<file path="src/design/kce_pkg.sv">
// kce_pkg: shared widths, codes and structs for the k-combination enumerator.
// No dependencies; every other design file refers to it by scoped names.
`timescale 1ns / 1ps
`default_nettype none

package kce_pkg;

    localparam int POS_W      = 8;   // stored position / set size width
    localparam int SIZE_W     = 8;   // set_size register width
    localparam int CHOOSE_W   = 5;   // choose_count register width
    localparam int SLOT_W     = 4;   // slot field width
    localparam int CFG_ADDR_W = 1;
    localparam int CFG_DATA_W = 8;
    localparam int Q_DEPTH    = 2;   // request queue entries

    typedef enum logic [CFG_ADDR_W-1:0] {
        REG_SET_SIZE     = 1'b0,
        REG_CHOOSE_COUNT = 1'b1
    } cfg_addr_t;

    // Request class decided at the front
    typedef enum logic [1:0] {
        OP_RESTART = 2'd0,
        OP_NEXT    = 2'd1,
        OP_BADCFG  = 2'd2
    } op_t;

    typedef struct packed {
        logic [SIZE_W-1:0]   set_size;
        logic [CHOOSE_W-1:0] choose_count;
    } cfg_t;

    typedef struct packed {
        logic valid;
        op_t  op;
    } push_t;

    typedef struct packed {
        logic [POS_W-1:0]  item_index;
        logic [SLOT_W-1:0] slot;
        logic              last;
        logic              valid_res;
    } res_t;

endpackage

`default_nettype wire

</file>
<file path="src/design/kce_ifs.sv">
// Channel interfaces: request, result and configuration write words.
// Depends on kce_pkg for field widths.
`timescale 1ns / 1ps
`default_nettype none

interface kce_req_if;
    logic valid;
    logic ready;
    logic restart;

    modport source (output valid, output restart, input ready);
    modport sink   (input valid, input restart, output ready);
endinterface

interface kce_res_if;
    logic                           valid;
    logic                           ready;
    logic [kce_pkg::POS_W-1:0]      item_index;
    logic [kce_pkg::SLOT_W-1:0]     slot;
    logic                           last;
    logic                           valid_res;

    modport source (output valid, output item_index, output slot, output last,
                    output valid_res, input ready);
    modport sink   (input valid, input item_index, input slot, input last,
                    input valid_res, output ready);
endinterface

interface kce_cfg_if;
    logic                            valid;
    logic                            ready;
    logic [kce_pkg::CFG_ADDR_W-1:0]  addr;
    logic [kce_pkg::CFG_DATA_W-1:0]  data;

    modport source (output valid, output addr, output data, input ready);
    modport sink   (input valid, input addr, input data, output ready);
endinterface

`default_nettype wire

</file>
<file path="src/design/kce_front.sv">
// kce_front: configuration registers and request classification.
// Depends on kce_pkg; pushes classified words into kce_queue.
`timescale 1ns / 1ps
`default_nettype none

module kce_front #(
    parameter int MAX_K = 16
) (
    input  wire logic                            clk,
    input  wire logic                            rst_n,
    input  wire logic                            req_valid,
    output logic                                 req_ready,
    input  wire logic                            req_restart,
    input  wire logic                            cfg_valid,
    output logic                                 cfg_ready,
    input  wire logic [kce_pkg::CFG_ADDR_W-1:0]  cfg_addr,
    input  wire logic [kce_pkg::CFG_DATA_W-1:0]  cfg_data,
    input  wire logic                            q_full,
    output kce_pkg::push_t                       push,
    output kce_pkg::cfg_t                        cfg_out
);

    logic [kce_pkg::SIZE_W-1:0]   set_size_reg;
    logic [kce_pkg::CHOOSE_W-1:0] choose_count_reg;
    logic                         bad_cfg;

    assign cfg_ready = 1'b1;
    assign req_ready = !q_full;

    always_ff @(posedge clk or negedge rst_n)
    begin
        if (!rst_n)
        begin
            set_size_reg     <= kce_pkg::SIZE_W'(1);
            choose_count_reg <= kce_pkg::CHOOSE_W'(1);
        end
        else if (cfg_valid)
        begin
            case (kce_pkg::cfg_addr_t'(cfg_addr))
                kce_pkg::REG_SET_SIZE:
                    set_size_reg <= cfg_data[kce_pkg::SIZE_W-1:0];
                kce_pkg::REG_CHOOSE_COUNT:
                    choose_count_reg <= cfg_data[kce_pkg::CHOOSE_W-1:0];
                default: ;
            endcase
        end
    end

    // k of zero, above the lane count, or above n cannot give a combination
    assign bad_cfg = (choose_count_reg == '0)
                  || (int'(choose_count_reg) > MAX_K)
                  || (kce_pkg::SIZE_W'(choose_count_reg) > set_size_reg);

    always_comb
    begin
        push.valid = req_valid && !q_full;
        if (req_restart)
            push.op = kce_pkg::OP_RESTART;
        else if (bad_cfg)
            push.op = kce_pkg::OP_BADCFG;
        else
            push.op = kce_pkg::OP_NEXT;
    end

    assign cfg_out.set_size     = set_size_reg;
    assign cfg_out.choose_count = choose_count_reg;

endmodule

`default_nettype wire

</file>
<file path="src/design/kce_queue.sv">
// kce_queue: two-entry FIFO of classified requests between front and back.
// Depends on kce_pkg for op_t and push_t.
`timescale 1ns / 1ps
`default_nettype none

module kce_queue (
    input  wire logic           clk,
    input  wire logic           rst_n,
    input  wire kce_pkg::push_t push,
    output logic                full,
    input  wire logic           pop,
    output logic                empty,
    output kce_pkg::op_t        head
);

    localparam int PTR_W = $clog2(kce_pkg::Q_DEPTH);
    localparam int CNT_W = $clog2(kce_pkg::Q_DEPTH + 1);

    kce_pkg::op_t     entry_reg [kce_pkg::Q_DEPTH];
    logic [PTR_W-1:0] wr_ptr_reg, wr_ptr_next;
    logic [PTR_W-1:0] rd_ptr_reg, rd_ptr_next;
    logic [CNT_W-1:0] count_reg, count_next;
    logic             do_push, do_pop;

    assign full    = (count_reg == CNT_W'(kce_pkg::Q_DEPTH));
    assign empty   = (count_reg == '0);
    assign head    = entry_reg[rd_ptr_reg];
    assign do_push = push.valid && !full;
    assign do_pop  = pop && !empty;

    always_comb
    begin
        wr_ptr_next = do_push ? wr_ptr_reg + PTR_W'(1) : wr_ptr_reg;
        rd_ptr_next = do_pop  ? rd_ptr_reg + PTR_W'(1) : rd_ptr_reg;
        count_next  = count_reg;
        if (do_push && !do_pop)
            count_next = count_reg + CNT_W'(1);
        else if (do_pop && !do_push)
            count_next = count_reg - CNT_W'(1);
    end

    always_ff @(posedge clk or negedge rst_n)
    begin
        if (!rst_n)
        begin
            wr_ptr_reg <= '0;
            rd_ptr_reg <= '0;
            count_reg  <= '0;
        end
        else
        begin
            wr_ptr_reg <= wr_ptr_next;
            rd_ptr_reg <= rd_ptr_next;
            count_reg  <= count_next;
        end
    end

    always_ff @(posedge clk)
    begin
        if (do_push)
            entry_reg[wr_ptr_reg] <= push.op;
    end

endmodule

`default_nettype wire

</file>
<file path="src/design/kce_back.sv">
// kce_back: position store, scan/refill sequencer and output register.
// Depends on kce_pkg; pops requests from kce_queue.
`timescale 1ns / 1ps
`default_nettype none

module kce_back #(
    parameter int MAX_K      = 16,
    parameter int INDEX_BITS = 8
) (
    input  wire logic           clk,
    input  wire logic           rst_n,
    input  wire kce_pkg::cfg_t  cfg,
    input  wire logic           q_empty,
    input  wire kce_pkg::op_t   q_head,
    output logic                q_pop,
    output logic                res_valid,
    input  wire logic           res_ready,
    output kce_pkg::res_t       res
);

    localparam int POS_W = kce_pkg::POS_W;
    localparam int IDX_W = (MAX_K > 1) ? $clog2(MAX_K) : 1;
    localparam int CNT_W = $clog2(MAX_K + 1);
    localparam int LIM_W = POS_W + CNT_W + 1;
    localparam logic [POS_W-1:0] IDX_MASK =
        (INDEX_BITS >= POS_W) ? {POS_W{1'b1}} : POS_W'((1 << INDEX_BITS) - 1);

    typedef enum logic [4:0] {
        ST_IDLE  = 5'b00001,
        ST_SCAN  = 5'b00010,
        ST_FILL  = 5'b00100,
        ST_EMIT  = 5'b01000,
        ST_INVAL = 5'b10000
    } state_t;

    state_t            state_reg, state_next;
    logic [CNT_W-1:0]  cnt_reg, cnt_next;
    logic [POS_W-1:0]  val_reg, val_next;
    logic              first_reg, first_next;
    logic              exh_reg, exh_next;
    logic [POS_W-1:0]  pos_reg [MAX_K];
    logic [MAX_K-1:0]  pos_vld_reg;
    logic              out_valid_reg, out_valid_next;
    kce_pkg::res_t     out_reg;

    logic [IDX_W-1:0]  idx;
    logic [POS_W-1:0]  rd_data;
    logic [LIM_W-1:0]  limit;
    logic [CNT_W-1:0]  last_idx;
    logic              at_last;
    logic              wr_en;
    logic [POS_W-1:0]  wr_val;
    logic              out_free;
    logic              load;
    kce_pkg::res_t     load_res;

    assign idx      = cnt_reg[IDX_W-1:0];
    assign rd_data  = pos_vld_reg[idx] ? pos_reg[idx] : '0;
    assign limit    = LIM_W'(cfg.set_size) - LIM_W'(cfg.choose_count) + LIM_W'(cnt_reg);
    assign last_idx = CNT_W'(cfg.choose_count) - CNT_W'(1);
    assign at_last  = (cnt_reg == last_idx);
    assign out_free = !out_valid_reg || res_ready;

    always_comb
    begin
        state_next         = state_reg;
        cnt_next           = cnt_reg;
        val_next           = val_reg;
        first_next         = first_reg;
        exh_next           = exh_reg;
        q_pop              = 1'b0;
        wr_en              = 1'b0;
        wr_val             = val_reg;
        load               = 1'b0;
        load_res.item_index = '0;
        load_res.slot       = '0;
        load_res.last       = 1'b1;
        load_res.valid_res  = 1'b0;

        case (state_reg)
            ST_IDLE:
            begin
                if (!q_empty)
                begin
                    q_pop = 1'b1;
                    case (q_head)
                        kce_pkg::OP_RESTART:
                        begin
                            first_next = 1'b1;
                            exh_next   = 1'b0;
                        end
                        kce_pkg::OP_BADCFG:
                        begin
                            exh_next   = 1'b1;
                            state_next = ST_INVAL;
                        end
                        kce_pkg::OP_NEXT:
                        begin
                            if (exh_reg)
                                state_next = ST_INVAL;
                            else if (first_reg)
                            begin
                                first_next = 1'b0;
                                cnt_next   = '0;
                                val_next   = '0;
                                state_next = ST_FILL;
                            end
                            else
                            begin
                                cnt_next   = last_idx;
                                state_next = ST_SCAN;
                            end
                        end
                        default: ;
                    endcase
                end
            end
            // walk right to left for a position still below its limit
            ST_SCAN:
            begin
                if (LIM_W'(rd_data) < limit)
                begin
                    wr_en  = 1'b1;
                    wr_val = rd_data + POS_W'(1);
                    if (at_last)
                    begin
                        cnt_next   = '0;
                        state_next = ST_EMIT;
                    end
                    else
                    begin
                        cnt_next   = cnt_reg + CNT_W'(1);
                        val_next   = rd_data + POS_W'(2);
                        state_next = ST_FILL;
                    end
                end
                else if (cnt_reg == '0)
                begin
                    exh_next   = 1'b1;
                    state_next = ST_INVAL;
                end
                else
                    cnt_next = cnt_reg - CNT_W'(1);
            end
            ST_FILL:
            begin
                wr_en    = 1'b1;
                val_next = val_reg + POS_W'(1);
                if (at_last)
                begin
                    cnt_next   = '0;
                    state_next = ST_EMIT;
                end
                else
                    cnt_next = cnt_reg + CNT_W'(1);
            end
            ST_EMIT:
            begin
                if (out_free)
                begin
                    load                = 1'b1;
                    load_res.item_index = rd_data & IDX_MASK;
                    load_res.slot       = kce_pkg::SLOT_W'(cnt_reg);
                    load_res.last       = at_last;
                    load_res.valid_res  = 1'b1;
                    if (at_last)
                        state_next = ST_IDLE;
                    else
                        cnt_next = cnt_reg + CNT_W'(1);
                end
            end
            ST_INVAL:
            begin
                if (out_free)
                begin
                    load       = 1'b1;
                    state_next = ST_IDLE;
                end
            end
            default:
                state_next = ST_IDLE;
        endcase
    end

    always_comb
    begin
        if (load)
            out_valid_next = 1'b1;
        else if (res_ready)
            out_valid_next = 1'b0;
        else
            out_valid_next = out_valid_reg;
    end

    always_ff @(posedge clk or negedge rst_n)
    begin
        if (!rst_n)
        begin
            state_reg     <= ST_IDLE;
            cnt_reg       <= '0;
            first_reg     <= 1'b1;
            exh_reg       <= 1'b0;
            pos_vld_reg   <= '0;
            out_valid_reg <= 1'b0;
        end
        else
        begin
            state_reg     <= state_next;
            cnt_reg       <= cnt_next;
            first_reg     <= first_next;
            exh_reg       <= exh_next;
            out_valid_reg <= out_valid_next;
            if (wr_en)
                pos_vld_reg[idx] <= 1'b1;
        end
    end

    always_ff @(posedge clk)
    begin
        val_reg <= val_next;
        if (wr_en)
            pos_reg[idx] <= wr_val;
        if (load)
            out_reg <= load_res;
    end

    assign res_valid = out_valid_reg;
    assign res       = out_reg;

endmodule

`default_nettype wire

</file>
<file path="src/design/k_combination_enumerator.sv">
// k_combination_enumerator: top level joining front, queue and back.
// Depends on kce_pkg, kce_ifs, kce_front, kce_queue and kce_back.
//
//  channel | dir | word contents                          | transfer
//  --------+-----+----------------------------------------+------------------
//  req     | in  | restart                                | valid & ready
//  res     | out | item_index, slot, last, valid_res      | valid & ready
//  cfg     | in  | addr (0 set_size, 1 choose_count), data| valid & ready
//
// Restart words give no result word; they only rearm the back end.
// A next request fills the positions and then emits them for the first combination,
// and later scans right to left for the position i that moves, refills the positions
// after i and emits; the single back-end sequencer handles one position per cycle
// while the output is not stalled. Requests already exhausted or with a bad config
// give one invalid word, as does a scan that finds no position to move.
// Reset clears control, config (n = k = 1) and the position valid bits at once.
// The queue takes requests while the back end works; the output register
// holds a word while res is stalled.
`timescale 1ns / 1ps
`default_nettype none

module k_combination_enumerator #(
    parameter int MAX_K      = 16,
    parameter int INDEX_BITS = 8
) (
    input  wire logic   clk,
    input  wire logic   rst_n,
    kce_req_if.sink     req,
    kce_res_if.source   res,
    kce_cfg_if.sink     cfg
);

    kce_pkg::push_t  push;
    kce_pkg::cfg_t   cfg_regs;
    kce_pkg::op_t    q_head;
    kce_pkg::res_t   res_word;
    logic            q_full;
    logic            q_empty;
    logic            q_pop;
    logic            res_valid;

    // Front: config registers, request classification
    kce_front #(
        .MAX_K (MAX_K)
    ) u_front (
        .clk         (clk),
        .rst_n       (rst_n),
        .req_valid   (req.valid),
        .req_ready   (req.ready),
        .req_restart (req.restart),
        .cfg_valid   (cfg.valid),
        .cfg_ready   (cfg.ready),
        .cfg_addr    (cfg.addr),
        .cfg_data    (cfg.data),
        .q_full      (q_full),
        .push        (push),
        .cfg_out     (cfg_regs)
    );

    // Decoupling queue
    kce_queue u_queue (
        .clk   (clk),
        .rst_n (rst_n),
        .push  (push),
        .full  (q_full),
        .pop   (q_pop),
        .empty (q_empty),
        .head  (q_head)
    );

    // Back: scan, refill, emit
    kce_back #(
        .MAX_K      (MAX_K),
        .INDEX_BITS (INDEX_BITS)
    ) u_back (
        .clk       (clk),
        .rst_n     (rst_n),
        .cfg       (cfg_regs),
        .q_empty   (q_empty),
        .q_head    (q_head),
        .q_pop     (q_pop),
        .res_valid (res_valid),
        .res_ready (res.ready),
        .res       (res_word)
    );

    assign res.valid      = res_valid;
    assign res.item_index = res_word.item_index;
    assign res.slot       = res_word.slot;
    assign res.last       = res_word.last;
    assign res.valid_res  = res_word.valid_res;

endmodule

`default_nettype wire

</file>
<file path="src/flat_wrapper.sv">
// flat-port wrapper written by rule: the top's interface ports become plain ports
module k_combination_enumerator_flat 
#(
    parameter int MAX_K      = 16,
    parameter int INDEX_BITS = 8
)
  (clk, rst_n, req_valid, req_restart, req_ready, res_valid, res_item_index, res_slot, res_last, res_valid_res, res_ready, cfg_valid, cfg_addr, cfg_data, cfg_ready);
  kce_req_if req_i ();
  kce_res_if res_i ();
  kce_cfg_if cfg_i ();
  input  wire logic clk;
  input  wire logic rst_n;
  input wire logic [$bits(req_i.valid)-1:0] req_valid;
  input wire logic [$bits(req_i.restart)-1:0] req_restart;
  output wire logic [$bits(req_i.ready)-1:0] req_ready;
  output wire logic [$bits(res_i.valid)-1:0] res_valid;
  output wire logic [$bits(res_i.item_index)-1:0] res_item_index;
  output wire logic [$bits(res_i.slot)-1:0] res_slot;
  output wire logic [$bits(res_i.last)-1:0] res_last;
  output wire logic [$bits(res_i.valid_res)-1:0] res_valid_res;
  input wire logic [$bits(res_i.ready)-1:0] res_ready;
  input wire logic [$bits(cfg_i.valid)-1:0] cfg_valid;
  input wire logic [$bits(cfg_i.addr)-1:0] cfg_addr;
  input wire logic [$bits(cfg_i.data)-1:0] cfg_data;
  output wire logic [$bits(cfg_i.ready)-1:0] cfg_ready;
  assign req_i.valid = req_valid;
  assign req_i.restart = req_restart;
  assign req_ready = req_i.ready;
  assign res_valid = res_i.valid;
  assign res_item_index = res_i.item_index;
  assign res_slot = res_i.slot;
  assign res_last = res_i.last;
  assign res_valid_res = res_i.valid_res;
  assign res_i.ready = res_ready;
  assign cfg_i.valid = cfg_valid;
  assign cfg_i.addr = cfg_addr;
  assign cfg_i.data = cfg_data;
  assign cfg_ready = cfg_i.ready;
  k_combination_enumerator #(.MAX_K(MAX_K), .INDEX_BITS(INDEX_BITS)) u_core (.clk(clk), .rst_n(rst_n), .req(req_i), .res(res_i), .cfg(cfg_i));
endmodule
</file>
<file path="config.mk">
export PLATFORM = sky130hd
export DESIGN_NAME = k_combination_enumerator_flat
export DESIGN_NICKNAME = d
export VERILOG_FILES = /design/src/design/kce_pkg.sv /design/src/design/kce_ifs.sv /design/src/design/kce_front.sv /design/src/design/kce_queue.sv /design/src/design/kce_back.sv /design/src/design/k_combination_enumerator.sv /design/src/flat_wrapper.sv
export SDC_FILE = /design/constraint.sdc
export NUM_CORES = 1
export LEC_CHECK = 0
export BUFFER_PORTS_ARGS = -buffer_cell sky130_fd_sc_hd__buf_2
export CORE_MARGIN = 4
export CORE_UTILIZATION = 62
export DETAILED_ROUTE_END_ITERATION = 8
export HOLD_SLACK_MARGIN = 0.03
export PLACE_DENSITY = 0.79
export SLEW_MARGIN = 20
export SYNTH_ARGS = -nofsm -noshare
export SYNTH_HDL_FRONTEND = slang
export SYNTH_SLANG_ARGS = --single-unit
</file>
<file path="constraint.sdc">
create_clock -name clk -period 6.9 [get_ports clk]
set_clock_uncertainty 0.05 [all_clocks]
set_input_delay 1.035 -clock clk [delete_from_list [all_inputs] [get_ports clk]]
set_output_delay 1.035 -clock clk [all_outputs]
set_load 0.005 [all_outputs]
</file>
# [After elaboration in Yosys (flattened, before gate mapping)]
# Memories as Yosys holds them, arrays and structs flattened.
# Cells that the tools add are included.
[classes] n_addsub=12 order_cmp=5 eq_ne=27 n_mux=60 bitwise_logic=3 reduce_logical=33
[op_table] cell="two-way mux 5 bit" count=17
[op_table] cell="two-way mux 8 bit" count=9
[op_table] cell="!= test 2 bit, second input constant" count=13
[op_table] cell="case mux 5 bit (5 select lines)" count=1
[op_table] cell="case mux 8 bit (3 select lines)" count=1
[op_table] cell="AND reduction 7 bit" count=3
[op_table] cell="case mux 5 bit (4 select lines)" count=1
[op_table] cell="two-way mux 1 bit" count=18
[op_table] cell="adder 8 x 1 -> 8 bit, second input constant" count=2
[op_table] cell="bitwise OR 16 bit" count=1
[op_table] cell="less-than comparator 8 x 14 -> 1 bit" count=1
[op_table] cell="adder 9 x 6 -> 10 bit" count=1
[op_table] cell="logical NOT 5 bit" count=2
[op_table] cell="case mux 5 bit (2 select lines)" count=1
[op_table] cell="subtractor 5 x 1 -> 5 bit, second input constant" count=2
[op_table] cell="subtractor 8 x 5 -> 9 bit" count=1
[op_table] cell="adder 8 x 2 -> 8 bit, second input constant" count=1
[op_table] cell="> comparator 5 x 8 -> 1 bit" count=1
[op_table] cell="two-way mux 2 bit" count=4
[op_table] cell="case mux 1 bit (2 select lines)" count=4
[op_table] cell="nonzero test 2 bit" count=4
[op_table] cell="logical AND 1 bit" count=6
[op_table] cell="!= test 3 x 1 -> 1 bit, second input constant" count=2
[op_table] cell="!= test 3 bit, second input constant" count=2
[op_table] cell="other kinds (30)" count=42
[word_totals] ff_bits=68 mem_bits_rw=132 in_bits=15 out_inout_bits=17 memories=2
[memory_table] name="u_core.u_back.pos_reg" depth=16 word_bits=8 read_ports=1 rd_clocked_by_memory_dff=0 write_ports=1 line_no="kce_back.sv:41" rtl="logic [POS_W-1:0] pos_reg [MAX_K];"
[memory_table] name="u_core.u_queue.entry_reg" depth=2 word_bits=2 read_ports=1 rd_clocked_by_memory_dff=0 write_ports=1 line_no="kce_queue.sv:19" rtl="kce_pkg::op_t entry_reg [kce_pkg::Q_DEPTH];"

# [Longest topological paths before layout]
[depth] depth_word=8 depth_mapped=25 depth_no_buf=23

# [Hierarchy]
# A second synthesis with hierarchy kept.
[hier_totals] cells_unflattened=691 area_unflattened_um2=9733.1
[by_module_without_submodules] mod="kce_back" n_inst=1 cells_per_inst=607 area_per_inst_um2=8700.8 seq_area_each_um2=5232.5
[by_module_without_submodules] mod="kce_front" n_inst=1 cells_per_inst=59 area_per_inst_um2=693.2 seq_area_each_um2=327.8
[by_module_without_submodules] mod="kce_queue" n_inst=1 cells_per_inst=25 area_per_inst_um2=339.1 seq_area_each_um2=220.2

# [Least setup slack after synthesis]
# No wires, ideal clock.
[synth_path] path_type="reg-to-reg" from="register u_core.u_front.set_size_reg[0] (netlist name)" to="register u_core.u_back.val_reg[0], enable pin" arrival_time_ps=4626 t_required_ps=6475 path_slack_ps=1849 path_stages_with_launch=23 path_cell_list="dfstp_2 -> inv_1 -> ha_1 -> fa_1 -> inv_1 -> ha_1 -> a211oi_1 -> o21bai_1 -> a21oi_1 -> a21oi_1 -> xor2_1 -> nor3_1 -> a31oi_1 -> xor2_1 -> ha_1 -> a21oi_1 -> nand3b_1 -> a2111oi_4 -> a311oi_2 -> buf_6 -> and2_4 -> o21a_1 -> a21oi_1"
[synth_between] elab_chain_cells=5
[synth_rtl] element="from (decl)" line_no="kce_front.sv:23" rtl="logic [kce_pkg::SIZE_W-1:0] set_size_reg;"
[synth_rtl] element="from (signal assigned)" line_no="kce_front.sv:34" rtl="set_size_reg <= kce_pkg::SIZE_W'(1);"
[synth_rtl] element="from (signal assigned)" line_no="kce_front.sv:41" rtl="set_size_reg <= cfg_data[kce_pkg::SIZE_W-1:0];"
[synth_rtl] element="subtractor 8 x 5 -> 9 bit" line_no="kce_back.sv:59" rtl="assign limit = LIM_W'(cfg.set_size) - LIM_W'(cfg.choose_count) + LIM_W'(cnt_reg);"
[synth_rtl] element="adder 9 x 6 -> 10 bit" line_no="kce_back.sv:59"
[synth_rtl] element="less-than comparator 8 x 14 -> 1 bit" line_no="kce_back.sv:121" rtl="if (LIM_W'(rd_data) < limit)"
[synth_rtl] element="!= test 2 bit (no line)"
[synth_rtl] element="AND reduction 7 bit (no line)"
[synth_rtl] element="to (signal assigned)" line_no="kce_back.sv:220" rtl="val_reg <= val_next;"
[synth_rtl] element="to (decl)" line_no="kce_back.sv:38" rtl="logic [POS_W-1:0] val_reg, val_next;"
# No other way between the ends.
# A chain may end at the register's enable or synchronous reset.

# [Final worst setup path]
[layout_path] from="register u_core.u_front.set_size_reg[0] (netlist name)" to="memory u_core.u_back.pos_reg[11][7], enable pin"
[layout_between] elab_chain_cells=7
[layout_rtl] element="subtractor 8 x 5 -> 9 bit" line_no="kce_back.sv:59"
[layout_rtl] element="adder 9 x 6 -> 10 bit" line_no="kce_back.sv:59"
[layout_rtl] element="less-than comparator 8 x 14 -> 1 bit" line_no="kce_back.sv:121"
[layout_rtl] element="two-way mux 1 bit" line_no="kce_back.sv:121"
[layout_rtl] element="case mux 1 bit (2 select lines)" line_no="kce_back.sv:80" rtl="case (state_reg)"
[layout_rtl] element="two-way mux 1 bit" line_no="kce_back.sv:221" rtl="if (wr_en)"
[layout_rtl] element="two-way mux 1 bit (not written as such)" line_no="kce_back.sv:222" rtl="pos_reg[idx] <= wr_val;"
[layout_rtl] element="to (decl)" line_no="kce_back.sv:41"
# No other way between the ends.

==> results.md <==
- Along the worst path, the maximum fanout reaches 11.
- The number of library cell types mapped by synthesis is 74.
- Power spread over the standard cell area amounts to 388 mW/mm^2.
- Before antenna repair, the detailed router went through 5 iterations.
- The max capacitance violation total is 0.
- The area of the placeable core is 0.0153 sq mm.
- The most utilized layer in the global route result is met1.
- The kind of cell adding the most delay to the critical path is compound AO/OA/AOI/OAI gates.
- The post-cts repair resize count is 0.
- The run finished with clean final reports.
- The share of flip-flops with an asynchronous set or reset after synthesis is 0.230.
- The critical-path cell with the highest stage delay is a311oi_2.
- The critical path startpoint is u_core.u_front.set_size_reg[0]$_DFFE_PN1P_.
- The measured slew at the worst slew-check pin is 1040 ps.
- Once placement finished, the instance area stood at 0.0101 sq mm.
- The vertical die dimension is 134 um.
- The effective utilization at floorplan is 0.638.
- The start of the worst register-to-register path is u_core.u_front.set_size_reg[0]$_DFFE_PN1P_.
- Synthesis produced a netlist whose cell count is 687.
- From synthesis to final layout, the design area changed by 9.92%.
- In the finished design, the share of the clock period the worst path needs comes to 0.904.
- The number of endpoints with negative hold slack in the final report is 0.
- The worst register-to-register path has a depth of 21.
- Traced cell by cell, the critical path runs through inv_1 > ha_1 > fa_1 > inv_1 > ha_1 > a211oi_1 > o21bai_1 > a21oi_1 > a21oi_1 > xor2_1 > nor3_1 > a31oi_1 > xor2_1 > ha_1 > a21oi_1 > nand3b_1 > a2111oi_4 > a311oi_2 > a21oi_2 > o21ai_1 > nor2_1.
- For this block, the via count after detailed routing is 6,091.
- The CTS tree is yes.
- For the finished layout, the period the worst path requires is 6240 ps.
- STA classifies the critical path startpoint as a flop.
- The die is 134 um wide.
- The site row count is 45.
- IR analysis of the VDD net gives a maximum drop of 0.000197 V.
- The kind of path behind the tightest hold check is flop to flop.
- The most used flip-flop cell after synthesis is edfxtp_1.
- The number of global-route vias before repair came to 5,871.
- The antenna diode count is 0.
- The met2 usage in global routing is 0.378.
- The register with the most flip-flops in the layout has 128 of them.
- The post-detailed-placement half-perimeter wirelength is 14,600 um.
- In this design, the stage delay of the slowest critical-path cell is 900 ps.
- The number of warnings printed during yosys synthesis is 0.
- The flop and latch count out of synthesis is 200.
- The termination of the worst setup path is u_core.u_back.pos_reg[11][7]$_DFFE_PP_.
- The residual antenna-violating net count after detailed routing is 0.
- Setup violations remaining at the end of the flow were counted as 0.
- After synthesis the cells add up to 0.00977 sq mm.
- The first global-routing pass estimated 34,300 um of wire.
- Overall power consumption after layout is estimated at 4170 uW.
- The number of nets in the synthesized netlist is 730.
- The register-to-register setup slack is 660 ps.
- The CTS root buffer is clkbuf_16.
- The setup fix buffers added after clock tree synthesis is 0.
- CTS saw 200 sinks.
- Of the cells placed in the final design, the portion with a size suffix greater than 1 is 0.210.
- 32 I/O pins were placed.
- The detailed router finished its first iteration with 811 violations.
- The leakage power is 0.00399 uW.
- The met1 global-route usage is 0.386.
- For met3 alone, demand over resource in global routing was 0.0597.
- The final-layout fill cell count is 1,031.
- Using the TritonRoute via totals, the vias-per-cell ratio works out to 6.47.
- The clock slew at the register clock pins of the worst setup and hold paths is 80 ps.
- The end of the worst register-to-register path is u_core.u_back.pos_reg[11][7]$_DFFE_PP_.
- The final routed wire length divided by cell count is 23.2 um.
- For this design, the CTS-stage hold fixing added 0 buffers.
- Routability-driven placement finished with a final weighted congestion of 0.875.
- In the final timing run, aggregate negative setup slack is 0 ps.
- The total global routing track utilization is 0.256.
- The final cell count without fillers is 941.
- TritonCTS created 17 clock buffers.
- The worst pin sits at a relative slew slack of 0.307.
- The largest net degree at the start of global routing is 47.
- The number of buffers and inverters on the critical path is 2.
- STA classifies the critical path endpoint as a flop.
- The top cell types in the final layout, fill and taps aside, are edfxtp_1 (154), nor2_1 (57), mux4_2 (43), dfrtp_1 (41), nand2_1 (40).
- The data required time at the worst endpoint is 6950 ps.
- Leaving out fill and tap cells, the most frequent cell in the layout is edfxtp_1.
- The detailed-route wire length is 21,800 um.
- Setup repair after global routing left no endpoint under its margin.
- The total number of nets in the final design is 760.
- The type of the worst setup path is flop to flop.
- The die footprint is 0.0178 sq mm.
- During placement, the flow inserted port buffers numbering 30.
- The highest clock rate is 0.160 GHz.
- The remaining global-route overflow is 0.
- At the worst endpoint, the arrival time is 6290 ps.
- The average instance in the mapped netlist occupies 14.2 sq um.
- Yosys mapped a number of flops with a built-in enable equal to 154.
- The clock reaches the later pin of the worst-skew pair after 440 ps.
- The H-tree was split into 4 levels.
- The post-route cell area is 0.0107 sq mm.
- The number of logic stages on the critical path including buffering is 21.
- The number of pins with negative max-slew slack in the final report is 0.
- In the routed design, unresolved DRC markers number 0.
- The number of placed instances, taps included, is 909.
- No sink is reached through more buffers than the 2 on the longest clock path.
- The number of antenna violations at the first check in global routing is 0.
- The share of the Yosys chip area taken by registers is 0.591.
-- worst min path at each step --
stage	from	end	slack, ps	cells after the start
2_1_floorplan	u_core.u_back.pos_vld_reg[10]$_DFFE_PN0P_	u_core.u_back.pos_vld_reg[10]$_DFFE_PN0P_	390	1
3_3_place_gp	u_core.u_back.pos_vld_reg[9]$_DFFE_PN0P_	u_core.u_back.pos_vld_reg[9]$_DFFE_PN0P_	400	1
3_5_place_dp	u_core.u_back.pos_vld_reg[1]$_DFFE_PN0P_	u_core.u_back.pos_vld_reg[1]$_DFFE_PN0P_	410	1
4_1_cts	u_core.u_back.pos_vld_reg[0]$_DFFE_PN0P_	u_core.u_back.pos_vld_reg[0]$_DFFE_PN0P_	430	1
5_1_grt	u_core.u_back.pos_vld_reg[8]$_DFFE_PN0P_	u_core.u_back.pos_vld_reg[8]$_DFFE_PN0P_	440	1
6_report	u_core.u_back.pos_vld_reg[2]$_DFFE_PN0P_	u_core.u_back.pos_vld_reg[2]$_DFFE_PN0P_	430	1
-- synth_stat cells (all sizes together) (5+ instances only) --
master | instances | area (sq um)
clkbuf | 15 | 56.3
o21ai | 25 | 129
ha | 26 | 325
xnor2 | 26 | 228
inv | 29 | 109
nand2b | 5 | 31.3
a31oi | 8 | 71.3
nand2 | 40 | 150
nor2 | 58 | 218
xor2 | 13 | 114
mux4 | 43 | 968
dfrtp | 42 | 1050
o21bai | 18 | 135
nor2b | 10 | 62.6
o22ai | 7 | 43.8
o21a | 7 | 52.6
buf | 17 | 143
nand3b | 5 | 37.5
and3 | 11 | 68.8
edfxtp | 154 | 4620
a21oi | 20 | 115
mux2 | 14 | 165
nand3 | 24 | 143
nor3 | 8 | 40.0
-- power breakdown --
part / internal (uW) / switching (uW)
clock network: 557 / 489
registers: 1450 / 119
logic: 696 / 860
-- stage by stage --
stage               hold WS, ps  worst slack, ps  utilization
CTS                         432              742        0.701
detailed placement          411              775        0.660
global placement            403             1040        0.660
global route                438              213        0.701
finish                      432              664        0.701
floorplan                   388             1850            -
-- worst reg2reg max path: cells and delay by family, from the launching register on --
family,cells,cell delay (ps)
compound gates,10,2830
xor+xnor,2,340
fa+ha+maj,4,1350
buf+inv,2,110
flops,1,520
simple gates,3,690
-- logic make-up after synthesis --
kind of cell / Yosys count / share of synthesized area
xor+xnor: 42 / 0.0420
other cells: 1 / 0.000384
simple gates: 176 / 0.0881
fa+ha+maj: 28 / 0.0374
flops: 200 / 0.591
compound gates: 120 / 0.0912
buf+inv: 61 / 0.0315
mux: 59 / 0.118
-- routing by layer --
metal | part of all wire | routed length (um)
met5 | 0 | 0
met1 | 0.43 | 9320
met2 | 0.46 | 10100
met3 | 0.091 | 1980
met4 | 0.019 | 404
-- layout make-up --
class,count,area (sq um),share of cell area
clock buffers,17,425,0.0396
clock inverters,15,203,0.0189
inverters,29,109,0.0101
multi-input cells,426,3690,0.343
flip-flops and latches,200,5780,0.538
well taps,211,264,0.0246
repair buffers,43,273,0.0254
Power figures use the tool's default switching activity.
